**config.mk**
```make
export PLATFORM = sky130hd
export DESIGN_NAME = sensor_average_scale_peak_unit
export DESIGN_NICKNAME = d
export VERILOG_FILES = /design/src/rtl/core/sapu_pkg.sv /design/src/rtl/core/sensor_average_scale_peak_unit.sv /design/src/rtl/core/sapu_front.sv /design/src/rtl/core/sapu_queue.sv /design/src/rtl/core/sapu_back.sv
export SDC_FILE = /design/constraint.sdc
export NUM_CORES = 1
export LEC_CHECK = 0
export ABC_AREA = 1
export BUFFER_PORTS_ARGS = -buffer_cell sky130_fd_sc_hd__buf_4
export CORE_MARGIN = 5
export CORE_UTILIZATION = 43
export CTS_BUF_LIST = sky130_fd_sc_hd__clkbuf_4
export DETAILED_ROUTE_END_ITERATION = 16
export MAX_ROUTING_LAYER = met4
export PLACE_DENSITY = 0.68
export SYNTH_ARGS = -nofsm -noshare
export SYNTH_HDL_FRONTEND = slang
export SYNTH_SLANG_ARGS = --single-unit
```
**constraint.sdc**
```tcl
create_clock -name clock -period 16.2 [get_ports clock]
set_clock_uncertainty 0.05 [all_clocks]
set_input_delay 1.62 -clock clock [delete_from_list [all_inputs] [get_ports clock]]
set_output_delay 1.62 -clock clock [all_outputs]
set_load 0.05 [all_outputs]
```
**src/rtl/core/sapu_pkg.sv**
```systemverilog
// Shared constants, types and register indexes for the sensor average, scale and peak unit.
package sapu_pkg;

   // Item and register field widths
   localparam int CH_W      = 3;
   localparam int SAMPLE_W  = 10;
   localparam int VAL_W     = 23;
   localparam int OFS_W     = 12;
   localparam int SCALE_W   = 11;
   localparam int DIV_W     = 16;
   localparam int CSR_IDX_W = 3;
   localparam int CSR_W     = 16;

   // Burst length and sample counter
   localparam int SAMPLES_PER_READING = 8;
   localparam int IDX_W               = 6;

   // Smoothing filter: f = (f*19 + s) / 20, division done by reciprocal multiply.
   // A 19-bit shift keeps the rounding error small enough to be exact for every
   // reachable f*19 + s.
   localparam int FILT_MUL    = 19;
   localparam int FILT_DIV    = 20;
   localparam int MIX_W       = 15;
   localparam int RECIP_SHIFT = 19;
   localparam int RECIP_W     = 15;
   localparam int RECIP       = (2**RECIP_SHIFT + FILT_DIV - 1) / FILT_DIV;
   localparam logic [SAMPLE_W-1:0] SAMPLE_MASK = 10'h3FF;

   // Channel map
   localparam logic [CH_W-1:0] FIRST_CUR_CH = 3'd3;
   localparam logic [CH_W-1:0] LAST_CH      = 3'd4;

   // Conversion datapath
   localparam int BASE_W   = 13;
   localparam int PROD_W   = 25;
   localparam int STEP_W   = 5;
   localparam int DIV_STEPS = VAL_W;
   localparam logic signed [VAL_W:0] OUT_MAX = 24'sd4194303;
   localparam logic signed [VAL_W:0] OUT_MIN = -24'sd4194304;

   // Job queue between front and back
   localparam int QUEUE_DEPTH = 2;
   localparam int QPTR_W      = $clog2(QUEUE_DEPTH);

   // Register indexes
   localparam logic [CSR_IDX_W-1:0] REG_TEMP_BIAS       = 3'd0;
   localparam logic [CSR_IDX_W-1:0] REG_TEMP_SCALE      = 3'd1;
   localparam logic [CSR_IDX_W-1:0] REG_TEMP_DIVISOR    = 3'd2;
   localparam logic [CSR_IDX_W-1:0] REG_CURRENT_ZERO    = 3'd3;
   localparam logic [CSR_IDX_W-1:0] REG_CURRENT_SCALE   = 3'd4;
   localparam logic [CSR_IDX_W-1:0] REG_CURRENT_DIVISOR = 3'd5;

   typedef struct packed {
      logic [CH_W-1:0]     channel;
      logic [SAMPLE_W-1:0] filt;
   } job_type;

   typedef struct packed {
      logic signed [OFS_W-1:0] temp_bias;
      logic [SCALE_W-1:0]      temp_scale;
      logic [DIV_W-1:0]        temp_divisor;
      logic signed [OFS_W-1:0] current_zero;
      logic [SCALE_W-1:0]      current_scale;
      logic [DIV_W-1:0]        current_divisor;
   } cfg_type;

endpackage

```
**src/rtl/core/sensor_average_scale_peak_unit.sv**
```systemverilog
// Top level of the sensor average, scale and peak unit: registers, front end, queue, back end.
//
// Use: feed converter samples on the req_ beat channel (channel 0..4, 10-bit sample).
// Each accepted sample on a valid channel advances a burst filter f = (f*19 + s)/20 that
// starts at zero; channels 5..7 are taken and dropped. Every SAMPLES_PER_READING-th valid
// sample ends the burst and one reading beat leaves on rsp_: temperatures (0..2) as
// (f + temp_bias) * temp_scale / temp_divisor, currents (3..4) as
// (f - current_zero) * current_scale / current_divisor, divided toward zero and saturated
// to 23 bits; current beats also carry the held peak of that channel, temperatures zero.
// Path: after the edge that takes the burst's last beat, the job passes through the queue,
// the load, the multiply, the restoring divide and the output register before rsp_valid
// rises, when the back end is free. Throughput: one sample per cycle while req_ready is high;
// the back end converts one reading at a time; the two-entry job queue lets the front keep
// taking samples while the back divides, and req_ready drops only when the queue is full.
// Stall: the reading waits in the output register while rsp_ready is low; the back end
// holds its finished job until that register frees, then the queue and front back up.
// Reset (synchronous, active high): filter, counter and both peaks clear to zero, the
// registers return to offset/zero 0 and scale/divisor 1, and no beat is pending.
// Registers are written through csr_; write them only while idle.
module sensor_average_scale_peak_unit import sapu_pkg::*; (
   input  logic                    clock,
   input  logic                    reset,
   input  logic                    req_valid,
   output logic                    req_ready,
   input  logic [CH_W-1:0]         req_channel,
   input  logic [SAMPLE_W-1:0]     req_raw_sample,
   output logic                    rsp_valid,
   input  logic                    rsp_ready,
   output logic [CH_W-1:0]         rsp_result_channel,
   output logic signed [VAL_W-1:0] rsp_measured_value,
   output logic signed [VAL_W-1:0] rsp_peak_value,
   input  logic                    csr_write_enable,
   input  logic [CSR_IDX_W-1:0]    csr_index,
   input  logic [CSR_W-1:0]        csr_write_data
);

   cfg_type cfg_ff, cfg_in;
   logic    push_valid, push_ready, pop_valid, pop_ready;
   job_type push_job, pop_job;

   // Register file: decode the index, ignore indexes past the list
   always_comb begin
      cfg_in = cfg_ff;
      if (csr_write_enable) begin
         unique case (csr_index)
            REG_TEMP_BIAS:       cfg_in.temp_bias       = csr_write_data[OFS_W-1:0];
            REG_TEMP_SCALE:      cfg_in.temp_scale      = csr_write_data[SCALE_W-1:0];
            REG_TEMP_DIVISOR:    cfg_in.temp_divisor    = csr_write_data[DIV_W-1:0];
            REG_CURRENT_ZERO:    cfg_in.current_zero    = csr_write_data[OFS_W-1:0];
            REG_CURRENT_SCALE:   cfg_in.current_scale   = csr_write_data[SCALE_W-1:0];
            REG_CURRENT_DIVISOR: cfg_in.current_divisor = csr_write_data[DIV_W-1:0];
            default:             cfg_in = cfg_ff;
         endcase
      end
   end

   always_ff @(posedge clock) begin
      if (reset) begin
         cfg_ff.temp_bias       <= '0;
         cfg_ff.temp_scale      <= SCALE_W'(1);
         cfg_ff.temp_divisor    <= DIV_W'(1);
         cfg_ff.current_zero    <= '0;
         cfg_ff.current_scale   <= SCALE_W'(1);
         cfg_ff.current_divisor <= DIV_W'(1);
      end else begin
         cfg_ff <= cfg_in;
      end
   end

   // Front: filter the burst, issue a job at its end
   sapu_front u_front (
      .clock          (clock),
      .reset          (reset),
      .req_valid      (req_valid),
      .req_ready      (req_ready),
      .req_channel    (req_channel),
      .req_raw_sample (req_raw_sample),
      .push_valid     (push_valid),
      .push_job       (push_job),
      .push_ready     (push_ready)
   );

   // Decouple the front from the slow conversion
   sapu_queue u_queue (
      .clock      (clock),
      .reset      (reset),
      .push_valid (push_valid),
      .push_ready (push_ready),
      .push_job   (push_job),
      .pop_valid  (pop_valid),
      .pop_ready  (pop_ready),
      .pop_job    (pop_job)
   );

   // Back: scale, divide, saturate, hold peaks, drive the result beat
   sapu_back u_back (
      .clock              (clock),
      .reset              (reset),
      .cfg                (cfg_ff),
      .pop_valid          (pop_valid),
      .pop_ready          (pop_ready),
      .pop_job            (pop_job),
      .rsp_valid          (rsp_valid),
      .rsp_ready          (rsp_ready),
      .rsp_result_channel (rsp_result_channel),
      .rsp_measured_value (rsp_measured_value),
      .rsp_peak_value     (rsp_peak_value)
   );

endmodule

```
**src/rtl/core/sapu_front.sv**
```systemverilog
// Front end: takes samples, runs the burst filter and issues one job per finished burst.
module sapu_front import sapu_pkg::*; (
   input  logic                clock,
   input  logic                reset,
   input  logic                req_valid,
   output logic                req_ready,
   input  logic [CH_W-1:0]     req_channel,
   input  logic [SAMPLE_W-1:0] req_raw_sample,
   output logic                push_valid,
   output job_type             push_job,
   input  logic                push_ready
);

   logic [SAMPLE_W-1:0]        filt_ff, filt_in;
   logic [IDX_W-1:0]           idx_ff, idx_in;
   logic [MIX_W-1:0]           mix;
   logic [MIX_W+RECIP_W-1:0]   recip_prod;
   logic [SAMPLE_W-1:0]        filt_next;
   logic                       accept, ch_ok, last;

   assign req_ready = push_ready;
   assign accept    = req_valid && req_ready;
   assign ch_ok     = req_channel <= LAST_CH;
   assign last      = idx_ff == IDX_W'(SAMPLES_PER_READING - 1);

   // filter*19 + sample, then divide by 20 through the reciprocal
   assign mix        = MIX_W'(filt_ff) * MIX_W'(FILT_MUL) + MIX_W'(req_raw_sample);
   assign recip_prod = (MIX_W+RECIP_W)'(mix) * (MIX_W+RECIP_W)'(RECIP);
   assign filt_next  = recip_prod[RECIP_SHIFT +: SAMPLE_W] & SAMPLE_MASK;

   always_comb begin
      filt_in = filt_ff;
      idx_in  = idx_ff;
      if (accept && ch_ok) begin
         if (last) begin
            filt_in = '0;
            idx_in  = '0;
         end else begin
            filt_in = filt_next;
            idx_in  = idx_ff + IDX_W'(1);
         end
      end
   end

   assign push_valid       = accept && ch_ok && last;
   assign push_job.channel = req_channel;
   assign push_job.filt    = filt_next;

   always_ff @(posedge clock) begin
      if (reset) begin
         filt_ff <= '0;
         idx_ff  <= '0;
      end else begin
         filt_ff <= filt_in;
         idx_ff  <= idx_in;
      end
   end

endmodule

```
**src/rtl/core/sapu_queue.sv**
```systemverilog
// Short job queue between the front end and the conversion back end.
module sapu_queue import sapu_pkg::*; (
   input  logic    clock,
   input  logic    reset,
   input  logic    push_valid,
   output logic    push_ready,
   input  job_type push_job,
   output logic    pop_valid,
   input  logic    pop_ready,
   output job_type pop_job
);

   job_type               slot_ff [QUEUE_DEPTH];
   logic [QPTR_W-1:0]     wr_ff, wr_in, rd_ff, rd_in;
   logic [QPTR_W:0]       count_ff, count_in;
   logic                  do_push, do_pop;

   assign push_ready = count_ff != (QPTR_W+1)'(QUEUE_DEPTH);
   assign pop_valid  = count_ff != '0;
   assign pop_job    = slot_ff[rd_ff];
   assign do_push    = push_valid && push_ready;
   assign do_pop     = pop_valid && pop_ready;

   always_comb begin
      wr_in    = do_push ? wr_ff + QPTR_W'(1) : wr_ff;
      rd_in    = do_pop ? rd_ff + QPTR_W'(1) : rd_ff;
      count_in = count_ff;
      if (do_push && !do_pop) count_in = count_ff + (QPTR_W+1)'(1);
      if (do_pop && !do_push) count_in = count_ff - (QPTR_W+1)'(1);
   end

   always_ff @(posedge clock) begin
      if (do_push) slot_ff[wr_ff] <= push_job;
   end

   always_ff @(posedge clock) begin
      if (reset) begin
         wr_ff    <= '0;
         rd_ff    <= '0;
         count_ff <= '0;
      end else begin
         wr_ff    <= wr_in;
         rd_ff    <= rd_in;
         count_ff <= count_in;
      end
   end

endmodule

```
**src/rtl/core/sapu_back.sv**
```systemverilog
// Back end: offset, scale, iterative signed divide, saturation, peak hold and result register.
module sapu_back import sapu_pkg::*; (
   input  logic                    clock,
   input  logic                    reset,
   input  cfg_type                 cfg,
   input  logic                    pop_valid,
   output logic                    pop_ready,
   input  job_type                 pop_job,
   output logic                    rsp_valid,
   input  logic                    rsp_ready,
   output logic [CH_W-1:0]         rsp_result_channel,
   output logic signed [VAL_W-1:0] rsp_measured_value,
   output logic signed [VAL_W-1:0] rsp_peak_value
);

   localparam logic [1:0] S_IDLE = 2'd0;
   localparam logic [1:0] S_MUL  = 2'd1;
   localparam logic [1:0] S_DIV  = 2'd2;
   localparam logic [1:0] S_OUT  = 2'd3;

   logic [1:0]               state_ff, state_in;
   logic [CH_W-1:0]          ch_ff, ch_in;
   logic signed [BASE_W-1:0] base_ff, base_in;
   logic [SCALE_W-1:0]       scale_ff, scale_in;
   logic [DIV_W-1:0]         div_ff, div_in;
   logic                     neg_ff, neg_in;
   logic [VAL_W-1:0]         quo_ff, quo_in;
   logic [DIV_W-1:0]         rem_ff, rem_in;
   logic [STEP_W-1:0]        step_ff, step_in;
   logic signed [VAL_W-1:0]  peak_ff [2];
   logic signed [VAL_W-1:0]  peak_in [2];
   logic                     rsp_valid_ff, rsp_valid_in;
   logic [CH_W-1:0]          rsp_ch_ff, rsp_ch_in;
   logic signed [VAL_W-1:0]  rsp_meas_ff, rsp_meas_in;
   logic signed [VAL_W-1:0]  rsp_peak_ff, rsp_peak_in;

   logic                     is_temp, job_temp, k, out_free;
   logic signed [BASE_W-1:0] filt_s;
   logic [DIV_W-1:0]         div_sel;
   logic signed [PROD_W-1:0] prod, prod_abs;
   logic [DIV_W:0]           trial;
   logic signed [VAL_W:0]    mag_s, val_s;
   logic signed [VAL_W-1:0]  reading, peak_cur;

   assign job_temp  = pop_job.channel < FIRST_CUR_CH;
   assign is_temp   = ch_ff < FIRST_CUR_CH;
   assign k         = ch_ff[0] == 1'b0;   // channel 3 -> slot 0, channel 4 -> slot 1
   assign out_free  = !rsp_valid_ff || rsp_ready;
   assign pop_ready = state_ff == S_IDLE;

   assign filt_s  = $signed(BASE_W'(pop_job.filt));
   assign div_sel = job_temp ? cfg.temp_divisor : cfg.current_divisor;

   assign prod     = PROD_W'(base_ff) * PROD_W'($signed({1'b0, scale_ff}));
   assign prod_abs = prod[PROD_W-1] ? -prod : prod;

   // one restoring divide step
   assign trial = {rem_ff, quo_ff[VAL_W-1]};

   // signed, saturated reading
   assign mag_s = $signed({1'b0, quo_ff});
   always_comb begin
      if (neg_ff) val_s = -mag_s;
      else        val_s = mag_s;
      if (val_s > OUT_MAX) val_s = OUT_MAX;
      if (val_s < OUT_MIN) val_s = OUT_MIN;
   end
   assign reading  = val_s[VAL_W-1:0];
   assign peak_cur = peak_ff[k];

   always_comb begin
      state_in     = state_ff;
      ch_in        = ch_ff;
      base_in      = base_ff;
      scale_in     = scale_ff;
      div_in       = div_ff;
      neg_in       = neg_ff;
      quo_in       = quo_ff;
      rem_in       = rem_ff;
      step_in      = step_ff;
      peak_in[0]   = peak_ff[0];
      peak_in[1]   = peak_ff[1];
      rsp_valid_in = rsp_valid_ff && !rsp_ready;
      rsp_ch_in    = rsp_ch_ff;
      rsp_meas_in  = rsp_meas_ff;
      rsp_peak_in  = rsp_peak_ff;
      unique case (state_ff)
         S_IDLE: begin
            if (pop_valid) begin
               ch_in    = pop_job.channel;
               base_in  = job_temp ? filt_s + BASE_W'(cfg.temp_bias)
                                   : filt_s - BASE_W'(cfg.current_zero);
               scale_in = job_temp ? cfg.temp_scale : cfg.current_scale;
               div_in   = (div_sel == '0) ? DIV_W'(1) : div_sel;
               state_in = S_MUL;
            end
         end
         S_MUL: begin
            neg_in   = prod[PROD_W-1];
            quo_in   = prod_abs[VAL_W-1:0];
            rem_in   = '0;
            step_in  = '0;
            state_in = S_DIV;
         end
         S_DIV: begin
            if (trial >= {1'b0, div_ff}) begin
               rem_in = DIV_W'(trial - {1'b0, div_ff});
               quo_in = {quo_ff[VAL_W-2:0], 1'b1};
            end else begin
               rem_in = trial[DIV_W-1:0];
               quo_in = {quo_ff[VAL_W-2:0], 1'b0};
            end
            step_in = step_ff + STEP_W'(1);
            if (step_ff == STEP_W'(DIV_STEPS - 1)) state_in = S_OUT;
         end
         S_OUT: begin
            if (out_free) begin
               rsp_valid_in = 1'b1;
               rsp_ch_in    = ch_ff;
               rsp_meas_in  = reading;
               if (is_temp) begin
                  rsp_peak_in = '0;
               end else if (reading > peak_cur) begin
                  peak_in[k]  = reading;
                  rsp_peak_in = reading;
               end else begin
                  rsp_peak_in = peak_cur;
               end
               state_in = S_IDLE;
            end
         end
         default: state_in = S_IDLE;
      endcase
   end

   always_ff @(posedge clock) begin
      ch_ff       <= ch_in;
      base_ff     <= base_in;
      scale_ff    <= scale_in;
      div_ff      <= div_in;
      neg_ff      <= neg_in;
      quo_ff      <= quo_in;
      rem_ff      <= rem_in;
      step_ff     <= step_in;
      rsp_ch_ff   <= rsp_ch_in;
      rsp_meas_ff <= rsp_meas_in;
      rsp_peak_ff <= rsp_peak_in;
   end

   always_ff @(posedge clock) begin
      if (reset) begin
         state_ff     <= S_IDLE;
         rsp_valid_ff <= 1'b0;
         peak_ff[0]   <= '0;
         peak_ff[1]   <= '0;
      end else begin
         state_ff     <= state_in;
         rsp_valid_ff <= rsp_valid_in;
         peak_ff[0]   <= peak_in[0];
         peak_ff[1]   <= peak_in[1];
      end
   end

   assign rsp_valid          = rsp_valid_ff;
   assign rsp_result_channel = rsp_ch_ff;
   assign rsp_measured_value = rsp_meas_ff;
   assign rsp_peak_value     = rsp_peak_ff;

endmodule

```
* Yosys cells after proc, flatten, opt, wreduce, memory -nomap -nowiden
Memory sizes are Yosys's and may differ from the RTL's. A register that Yosys moved wholly into a read port is not among the register bits.
Index checks and enable logic that the tools add are counted.
Widths: inputs -> output; s select.
** Storage, ports and cells
- Register bits :: 238
- Latch bits :: 0
- Bits in writable memories :: 72
- Bits in read-only memories :: 0
- Bits of input ports :: 37
- Output and inout bits :: 51
- Word-level logic and storage cells :: 136
- Memories :: 2
** Memories
- u_back.peak_ff :: depth 2, width 23, rd ports 3, clocked after memory_dff 0, wr ports 2, line sapu_back.sv:30 : logic signed [VAL_W-1:0] peak_ff [2];
- u_queue.slot_ff :: depth 2, width 13, rd ports 1, clocked after memory_dff 1, wr ports 1, line sapu_queue.sv:13 : job_type slot_ff [QUEUE_DEPTH];
** Cells by class
- $add $sub $neg :: 12
- $mul :: 3
- Divide/modulo/power cells :: 0
- Order comparisons :: 9
- Eq/ne operators :: 14
- Shift operators :: 0
- Multiplexer cells :: 39
- Bitwise gates (word level) :: 4
- Reductions and logical operators :: 29
** Operators by type and width (number)
- $mux 46 :: 4
- $mux 23 :: 6
- $mux 24 :: 2
- $bwmux 46 :: 1
- $pmux 23 s2 :: 1
- $mux 16 :: 2
- $pmux 16 s2 :: 1
- $mul 15x15->29 const B :: 1
- $mul 13x12->25 :: 1
- $gt 24x23->1 const B :: 1
- $lt 24x23->1 const B :: 1
- $neg 23->24 :: 1
- $demux 23 s1 :: 1
- $gt 23x23->1 :: 1
- $neg 23->23 :: 1
- $ge 17x16->1 :: 1
- $logic_not 16->1 :: 1
- $reduce_and 2->1 :: 8
- $sub 16x16->16 :: 1
- $add 15x10->15 :: 1
- $mul 10x5->15 const B :: 1
- $add 11x12->13 :: 1
- $mux 13 :: 1
- $sub 11x12->13 :: 1
- other kinds (35) :: 69

* Depth between registers and ports, before layout
Gate-level depths: netlist (run 1).
- Depth after elaboration :: 12
- Depth in mapped cells :: 42
- Gate-level depth less buffers :: 42

* Cells and area by module
From an unflattened synthesis (run 1), not the netlist that was laid out.
** Second synthesis, totals
- Cells, all modules :: 3669
- Area total of the unflattened synthesis :: 28362.2 um2
** Modules (own cells, without submodules)
- sapu_back :: instances 1, cells an instance 2240, area an instance 17192.7 um2
- sapu_front :: instances 1, cells an instance 897, area an instance 6765.2 um2
- sensor_average_scale_peak_unit :: instances 1, cells an instance 454, area an instance 3154.3 um2
- sapu_queue :: instances 1, cells an instance 78, area an instance 1249.9 um2

* Least setup slack after synthesis (run 1)
No wires, ideal clock.
- Path type :: input to register
- Start point :: in req_raw_sample[5]
- End point :: mem u_queue.slot_ff[0][9] (netlist name), data pin
- Library setup time :: 0.258 ns
- Arrival time :: 8.971 ns
- Required time :: 15.892 ns
- Path slack :: 6.921 ns
- Cell stages on the path :: 35
- Buffers on the path :: 0
- Cell sequence :: inv_1 -> fa_1 -> inv_1 -> ha_1 -> fa_1 -> ha_1 -> nand2_1 -> o21ai_0 -> nand2_1 -> o211ai_1 -> a21oi_1 -> o21ai_0 -> nand2_1 -> a21oi_1 -> inv_1 -> fa_1 -> inv_1 -> ha_1 -> inv_1 -> fa_1 -> inv_1 -> fa_1 -> fa_1 -> inv_1 -> fa_1 -> inv_1 -> ha_1 -> nand2_1 -> o21ai_0 -> a21oi_1 -> inv_1 -> a21oi_1 -> nand2_1 -> or2_2 -> and2_1
** RTL lines
- from (decl) :: line sensor_average_scale_peak_unit.sv:26 : input logic [SAMPLE_W-1:0] req_raw_sample,
- to (decl) :: line sapu_queue.sv:13

==> run metrics, run 1 <==
outcome complete, no violations; Buf/Inv on CP 10; largest family of logic cells by synthesized area adder cells; Setup crit start req_raw_sample[5]; commonest non-fill, non-tap cell in the layout inv_1; first-pass GRT wire length 106,000 um; Post-Synth Adder-Cell Area 28.3%; Ports 88; CP max stage cell fa_1; Worst Tran Pin Value 1.16 ns; period utilization 57.7%; post-cts hold buffer count 0; post-CTS setup buffer count 0; Crit Path Category input port to flop; DPL Wire Length 50,500 um; Setup crit end u_front.filt_ff[2]; Die W 262 um; wire per inst 14.4 um; cell count along the critical path 39; largest net degree at the start of global routing 110; Initial Util 43.4%; Setup-failing EPs final 0; CTS tree built; Post-Synthesis Mean Instance Area 7.94 um^2; DR vias 21.7k; critical path fanouts, max 6; reg-to-reg slack, setup 7.18 ns; Inserted Clock Buffers 77; Top Family by Delay on Critical Path adder cells; drt first pass iters 5; area added between synthesis and finish 8.62%; most used cell, CP inv_1; Slew Limit Fails 0; flop and latch count out of synthesis 311; post-route setup TNS 0 ns; post-route ant nets 0; Placed Instance Area 0.0286 mm^2; DR vias/cell 4.89; Compound-Gate Fraction of Synth Area 9.60%; area of the multi-input gates 0.0161 mm^2; FP Rows 92; reg2reg start u_front.filt_ff[4]; share of cells above drive strength 1 7.80%; most frequent cells in the layout 743 x inv_1, 709 x nand2_1, 289 x nor2_1; cts repair resizes 0; Peak Freq 107 MHz; final hold viol count 0; DRT iter0 DRCs 1,208; Reg2Reg Depth 38; XOR/XNOR share of the synthesized area 2.69%; Clock Sinks 311; Setup crit start kind input port; Post-Syn Instances 3,439; Reg-to-Reg End u_front.filt_ff[2]; H-tree Lvls 3; clock root buffer clkbuf_4; Tightest Hold Check Type flop to flop; Final nets 4,033; grt ovf 0; GPL Wtd Cong 0.923; sequential area share after synthesis 28.8%; clock transition at the registers of the reported paths 0.07 ns; Total Routed Length 63,900 um; kind of end point of the critical path flop; Critical Path RT 16.81 ns; vias in the first global route 21.2k; clock buffer depth 3; worst-skew pair later-pin latency 0.75 ns; Place WS 6.14 ns; RSZ-0062 raised after global routing false; filler cell count 6,240; Sequential Area 0.00786 mm^2; initial antenna violation count 1; fin area 0.0297 mm^2; worst hold margin 0.395 ns; area of the mapped netlist 0.0273 mm^2; Relative slew margins 22.2%; Unique masters post-synth 52; Largest stage delay, worst path 0.57 ns; Die H 262 um; Tmin final 9.34 ns; mux contribution to synthesized area 0.481%; die area 0.0686 mm^2; drt drc 0; post-synth net total 3,957; core area 0.0630 mm^2; PortBufs 87; Yosys Warn Count 0; All-Layer GR Usage 19.4%; Worst EP arrival 9.95 ns; simple-gate share of the synthesized area 17.9%; Max Cap Viol 0; setup ws final 6.86 ns
synthesized netlist by cell type (all sizes together):
| cell | instances | area share [%] |
|---|---|---|
| a211oi | 6 | 0.16 |
| a21boi | 5 | 0.14 |
| a21o | 7 | 0.19 |
| a21oi | 185 | 3.4 |
| a221oi | 1 | 0.032 |
| a22oi | 1 | 0.028 |
| a31oi | 13 | 0.30 |
| and2 | 3 | 0.069 |
| buf | 29 | 0.70 |
| clkbuf | 73 | 1.0 |
| clkinv | 5 | 0.092 |
| dfxtp | 148 | 11 |
| edfxtp | 163 | 18 |
| fa | 227 | 17 |
| ha | 254 | 12 |
| inv | 763 | 10 |
| mux2 | 9 | 0.37 |
| mux2i | 3 | 0.11 |
| nand2 | 718 | 10 |
| nand3 | 107 | 2.0 |
| nand3b | 3 | 0.082 |
| nand4 | 29 | 0.73 |
| nor2 | 295 | 4.2 |
| nor3 | 27 | 0.51 |
| nor3b | 2 | 0.055 |
| nor4 | 8 | 0.18 |
| o2111ai | 1 | 0.032 |
| o211a | 1 | 0.037 |
| o211ai | 4 | 0.11 |
| o21a | 25 | 0.69 |
| o21ai | 219 | 4.1 |
| o21bai | 13 | 0.36 |
| o221ai | 1 | 0.032 |
| o22ai | 1 | 0.023 |
| o31ai | 1 | 0.028 |
| or2 | 5 | 0.11 |
| xnor2 | 19 | 0.61 |
| xor2 | 65 | 2.1 |
layout make-up:
type                    instances  area share (%)
flip-flops and latches        311            26.5
multi-input cells            2258            54.3
clock buffers                 107            2.71
diodes                          1         0.00844
well taps                     846            3.57
repair buffers                 99            2.51
clock inverters                36           0.700
inverters                     768            9.74
worst min path at each step:
stage          slack (ns)  cells past startpoint        from    endpoint
3_5_place_dp         0.38                      2  cfg_ff[36]  cfg_ff[36]
3_3_place_gp         0.38                      2  cfg_ff[36]  cfg_ff[36]
4_1_cts              0.39                      2  cfg_ff[36]  cfg_ff[36]
5_1_grt              0.42                      2  cfg_ff[44]  cfg_ff[44]
2_1_floorplan        0.37                      2  cfg_ff[30]  cfg_ff[30]
6_report             0.40                      2  cfg_ff[53]  cfg_ff[53]
worst register-to-register path: cells and delay by family (launching register included):
family | cells | cell delay (ns)
adders and majority gates | 11 | 4.85
and+or+nand+nor | 10 | 0.93
AOI/OAI and AO/OA | 7 | 1.64
buffers and inverters | 9 | 0.72
xor gates and xnor gates | 1 | 0.23
DFF | 1 | 0.54
routing by layer:
| layer | GRT usage (%) | part of all wire, % | vias up |
|---|---|---|---|
| li1 | - | - | 10897 |
| met1 | 24.4 | 44 | 10220 |
| met2 | 32.9 | 49 | 434 |
| met3 | 2.59 | 4.3 | 106 |
| met4 | 5.58 | 2.4 | 0 |
| met5 | - | 0 | - |
flip-flops by register name, indices dropped and copies added, names as in the netlist, named ones only:
name                       cells
cfg_ff                        78
u_back.rsp_peak_value         23
u_back.ch_ff                   3
u_queue.wr_ff                  1
u_back.state_ff                2
u_back.neg_ff                  1
u_back.rsp_measured_value     23
u_back.step_ff                 5
u_front.filt_ff               10
u_queue.rd_ff                  1
u_queue.count_ff               2
u_back.quo_ff                 23
u_back.rem_ff                 16
u_back.div_ff                 16
u_queue.slot_ff               26
u_front.idx_ff                 6
u_back.scale_ff               11
u_back.base_ff                13
u_back.rsp_result_channel      3
u_back.rsp_valid               1
u_back.peak_ff                46
logic make-up after synthesis:
logic type,count (synthesis)
multiplexers,12
buffers and inverters,870
AO/OA/AOI/OAI,484
adder cells (fa/ha/maj),481
flip-flops,311
XOR/XNOR,84
AND/OR/NAND/NOR,1197
per-stage QoR:
| stage | utilization [%] | cells |
|---|---|---|
| floorplan | - | 3439 |
| global placement | 45.5 | 4282 |
| detailed placement | 45.5 | 4282 |
| CTS | 47.1 | 4425 |
| global route | 47.1 | 4426 |
| finish | 47.1 | 4426 |
Power of run 1 is left out: the tool's default activity adds up to more than one toggle a clock period on the data nets, which glitch-free logic cannot reach.
==> inputs of run 2 (changes only) <==
Settings changed: ABC_AREA 1 to 0.
Clock period 16.2 ns to 9 ns, I/O delays scaled along.
==> run 2 against run 1 <==
Non-clock buffer count increased by 62. Critical path depth decreased by 4. Register-to-register slack got worse by 6.8 ns. Synthesized cell count decreased by 20%. Flip-flop and latch count unchanged. Final area decreased by 2.6%. Largest cell class unchanged. Clock-buffer cell count increased by 7. Die area decreased by 4.6%. Core utilization increased by 0.92 points. Wire length decreased by 5.8%.
==> run metrics, run 2 <==
outcome complete, no violations; Post-Syn Instances 2,745; kind of end point of the critical path flop; post-route setup TNS 0 ns; Final Non-Filler Cells 3,721; clock transition at the registers of the reported paths 0.07 ns; DPL Wire Length 46,500 um; Post-synth EDFFs 163; area added between synthesis and finish 11.1%; grt ovf 0; Tmin final 8.61 ns; core area 0.0601 mm^2; flop and latch count out of synthesis 311; Peak Freq 116 MHz; CTS tree built; Unique masters post-synth 87; post-cts hold buffer count 0; DR vias 19.7k; Largest register FFs 78; placed insts 3,568; clock buffer depth 3; GPL Wtd Cong 0.895; Reg with most FFs cfg_ff; Yosys top cell by area edfxtp_1; first-pass GRT wire length 101,000 um; asr flop ratio synth 0%; Sequential Area 0.00786 mm^2; share of cells above drive strength 1 13.4%; largest registers cfg_ff x78, u_back.peak_ff x46, u_queue.slot_ff x26; Largest stage delay, worst path 0.55 ns; DR vias/cell 5.29; H-tree Lvls 3; Tightest Hold Check Type input port to flop; Total Routed Length 60,200 um; most frequent cell after synthesis inv_1; Inserted Clock Buffers 79; worst-skew pair later-pin latency 0.78 ns; CP max stage cell fa_1; PortBufs 87; commonest non-fill, non-tap cell in the layout inv_1; FP Rows 90; Worst Tran Pin Value 1.17 ns; most frequent cells in the layout 417 x inv_1, 321 x nand2_1, 252 x ha_1; area of the multi-input gates 0.0162 mm^2; final hold viol count 0; post-synth net total 3,263; drt first pass iters 5; All-Layer GR Usage 18.8%; drt drc 0; largest net degree at the start of global routing 93; die area 0.0655 mm^2; post-route ant nets 0; Clock Sinks 311; critical path fanouts, max 4; setup ws final 0.389 ns; Crit Path Category flop to flop; Setup-failing EPs final 0; top cells by area, synth edfxtp_1 19%, fa_1 17%, ha_1 12%; sequential area share after synthesis 30.2%; area of the mapped netlist 0.0260 mm^2; period utilization 95.7%; Worst EP arrival 9.17 ns; synth cell count leaders 419 x inv_1, 321 x nand2_1, 254 x ha_1, 227 x fa_1, 197 x a21oi_1; ys flop type edfxtp_1; DRT iter0 DRCs 941; Relative slew margins 21.1%; filler cell count 5,612; vias in the first global route 20.5k; most used cell, CP inv_1; Top Family by Delay on Critical Path adder cells; clock root buffer clkbuf_4; Die W 256 um; Synth top area share 18.8%; Initial Util 43.2%; initial antenna violation count 1; Max Cap Viol 0; Ports 88; Yosys Warn Count 0; Post-Synthesis Mean Instance Area 9.47 um^2; Buf/Inv on CP 10; Final nets 3,392; Die H 256 um; Place WS -0.723 ns; Critical Path RT 9.56 ns; Setup crit start kind flop; worst hold margin 0.321 ns; wire per inst 16.2 um; Slew Limit Fails 0
## run 2: logic make-up (layout without fill, tap and decap cells)
group / after synthesis / count (layout) / share of synthesized area [%]
AO/OA/AOI/OAI: 495 / 495 / 11.9
other: 0 / 1 / 0
multiplexers: 76 / 76 / 3.12
XOR/XNOR: 112 / 112 / 3.86
AND/OR/NAND/NOR: 736 / 736 / 13.3
buffers and inverters: 534 / 727 / 7.82
flip-flops: 311 / 311 / 30.2
adder cells (fa/ha/maj): 481 / 481 / 29.7
## run 2: worst paths after layout
path,depth (start not counted),from,slack (ns),endpoint
max,35,u_front.filt_ff[5],0.39,u_front.filt_ff[9]
min,1,req_channel[0],0.32,u_queue.slot_ff[1][10]
max reg2reg,35,u_front.filt_ff[5],0.39,u_front.filt_ff[9]
min reg2reg,2,cfg_ff[57],0.40,cfg_ff[57]
## run 2: final cells by class
type / count / share of cell area, %
Sequential cell: 311 / 27.2
Antenna cell: 1 / 0.00866
Multi-Input combinational cell: 1900 / 56.2
Clock inverter: 31 / 0.581
Inverter: 421 / 5.47
Clock buffer: 114 / 2.96
Timing Repair Buffer: 161 / 4.19
Tap cell: 782 / 3.39
## run 2: routing by layer
| layer | wire length [um] | vias up | global-route usage [%] | share of wire (%) |
|---|---|---|---|---|
| met5 | 0 | - | - | 0 |
| met4 | 1000 | 0 | 4.96 | 1.7 |
| met3 | 3180 | 77 | 2.90 | 5.3 |
| met2 | 29500 | 537 | 31.0 | 49 |
| met1 | 26500 | 9565 | 24.5 | 44 |
| li1 | - | 9492 | - | - |
## run 2: stage by stage
step	util (%)	instance area, um^2
CTS	47.8	28800
finish	48.0	28900
global route	48.0	28900
floorplan	-	26000
detailed placement	46.1	27700
global placement	46.1	27700
## run 2: timing repair
| action | CTS | global route |
|---|---|---|
| setup endpoints to repair | 14 | 30 |
| gates resized for setup | 4 | 30 |
| buffers inserted | 5 | 2 |
| pin swaps | 3 | 19 |
| endpoints found under the hold margin | 0 | 0 |
Power of run 2 is left out for the same reason.
==> inputs of run 3 (changes only) <==
Settings changed: CELL_PAD_IN_SITES_DETAIL_PLACEMENT set to 0, CELL_PAD_IN_SITES_GLOBAL_PLACEMENT set to 2, CORE_UTILIZATION 43 to 42, PLACE_DENSITY 0.68 to 0.92, SETUP_SLACK_MARGIN set to 0.5.
==> run 3 against run 2 <==
First-iteration DRC count is 14% lower. Critical endpoint is now u_queue.slot_ff[0][0]. Core utilization down 1.1 points. Wire length increased by 1.4%. Register-to-register slack gained 0.38 ns.
==> run metrics, run 3 (same netlist as run 2, synthesis figures left out) <==
placed insts 3,544; outcome complete, no violations; DR vias/cell 5.20; Max Cap Viol 0; drt drc 0; Reg2Reg Depth 34; DRT iter0 DRCs 806; largest registers cfg_ff x78, u_back.peak_ff x46, u_queue.slot_ff x26; wire per inst 16.5 um; post-route ant nets 0; Largest register FFs 78; H-tree Lvls 3; FP Rows 91; Core Util, Final 47.0%; Die H 259 um; worst-skew pair later-pin latency 0.76 ns; Slew Limit Fails 0; Critical Path RT 9.44 ns; Total Routed Length 61,000 um; most used cell, CP inv_1; largest net degree at the start of global routing 101; hold path depth 1; Tightest Hold Check Type input port to flop; DR vias 19.2k; post-cts hold buffer count 0; GPL Wtd Cong 0.878; Sequential Area 0.00787 mm^2; Die W 259 um; CTS tree built; filler cell count 5,793; kind of end point of the critical path flop; Crit Path Category flop to flop; Setup-failing EPs final 0; area added between synthesis and finish 11.1%; Initial Util 42.3%; All-Layer GR Usage 18.7%; initial antenna violation count 1; clock buffer depth 3; drt first pass iters 5; PortBufs 87; Peak Freq 122 MHz; clock transition at the registers of the reported paths 0.06 ns; Ports 88; core area 0.0615 mm^2; Reg with most FFs cfg_ff; share of cells above drive strength 1 13.9%; die area 0.0669 mm^2; first-pass GRT wire length 101,000 um; Final nets 3,363; clock root buffer clkbuf_4; Top Family by Delay on Critical Path adder cells; Relative slew margins 19.5%; Buf/Inv on CP 9; grt ovf 0; Clock Sinks 311; commonest non-fill, non-tap cell in the layout inv_1; Largest stage delay, worst path 0.54 ns; Inserted Clock Buffers 80; Worst EP arrival 8.66 ns; critical path fanouts, max 5; most frequent cells in the layout 409 x inv_1, 319 x nand2_1, 244 x ha_1; DPL Wire Length 46,600 um; final hold viol count 0; Tmin final 8.23 ns; Worst Tran Pin Value 1.21 ns; CP max stage cell fa_1; period utilization 91.4%; Final Non-Filler Cells 3,700; vias in the first global route 19.6k; area of the multi-input gates 0.0164 mm^2; Setup crit start kind flop; cell count along the critical path 34; RSZ-0062 raised after global routing false
==> run 3: changes by cell type in the layout (fill, tap and decap cells not counted), moves of 5 or more <==
cell      before  now
clkbuf_4     114  123
o21ai_2        2   10
dfxtp_1      145  140
ha_1         252  244
inv_2          5   14
clkinv_1      19   14
inv_1        417  409
o21ai_1       10    4
buf_4        161  130
ha_4           1    9
==> run 3: metal layers <==
metal	routed length (um)	track usage (%)	up-vias
li1	-	-	9410
met4	1060	4.50	0
met5	0	-	-
met3	2660	3.05	83
met2	29300	30.2	410
met1	28000	24.9	9320
==> run 3: final timing paths <==
kind	start	end	slack (ns)
worst max-delay path	u_front.filt_ff[6]	u_queue.slot_ff[0][0]	0.77
worst min-delay path	req_channel[2]	u_queue.slot_ff[1][12]	0.31
worst max register to register	u_front.filt_ff[6]	u_queue.slot_ff[0][0]	0.77
worst min register to register	cfg_ff[47]	cfg_ff[47]	0.40
==> run 3: per-stage QoR <==
step | setup slack (ns) | TNS (ns) | hold slack (ns) | instance area [um^2]
after detailed placement | -0.157 | -0.771 | 0.393 | 27600
after global placement | 0.00553 | 0 | 0.388 | 27600
final | 0.774 | 0 | 0.310 | 28900
after global routing | 0.495 | 0 | 0.232 | 28900
after floorplan | 0.468 | 0 | 0.374 | 26100
after CTS | 0.505 | 0 | 0.215 | 28600
==> run 3: final cells by class <==
cell class / instances / area share, %
diodes: 3 / 0.0260
clock buffers: 123 / 3.20
clock inverters: 21 / 0.316
inverters: 421 / 5.47
multi-input cells: 1900 / 56.9
flip-flops and latches: 311 / 27.2
well taps: 790 / 3.42
repair buffers: 131 / 3.42
==> run 3: worst register-to-register path: cells and delay by family (launching register included) <==
kind	cells	cell delay, ns
flops	1	0.37
fa+ha+maj	11	4.42
buf+inv	9	0.46
compound gates	10	1.68
simple gates	4	1.00
==> run 3: timing repair <==
action | CTS | global route
setup endpoints to repair | 6 | 30
cloned | 0 | 0
buffers inserted | 0 | 9
resized for setup | 4 | 59
pin swaps | 8 | 49
Power of run 3 is left out for the same reason.
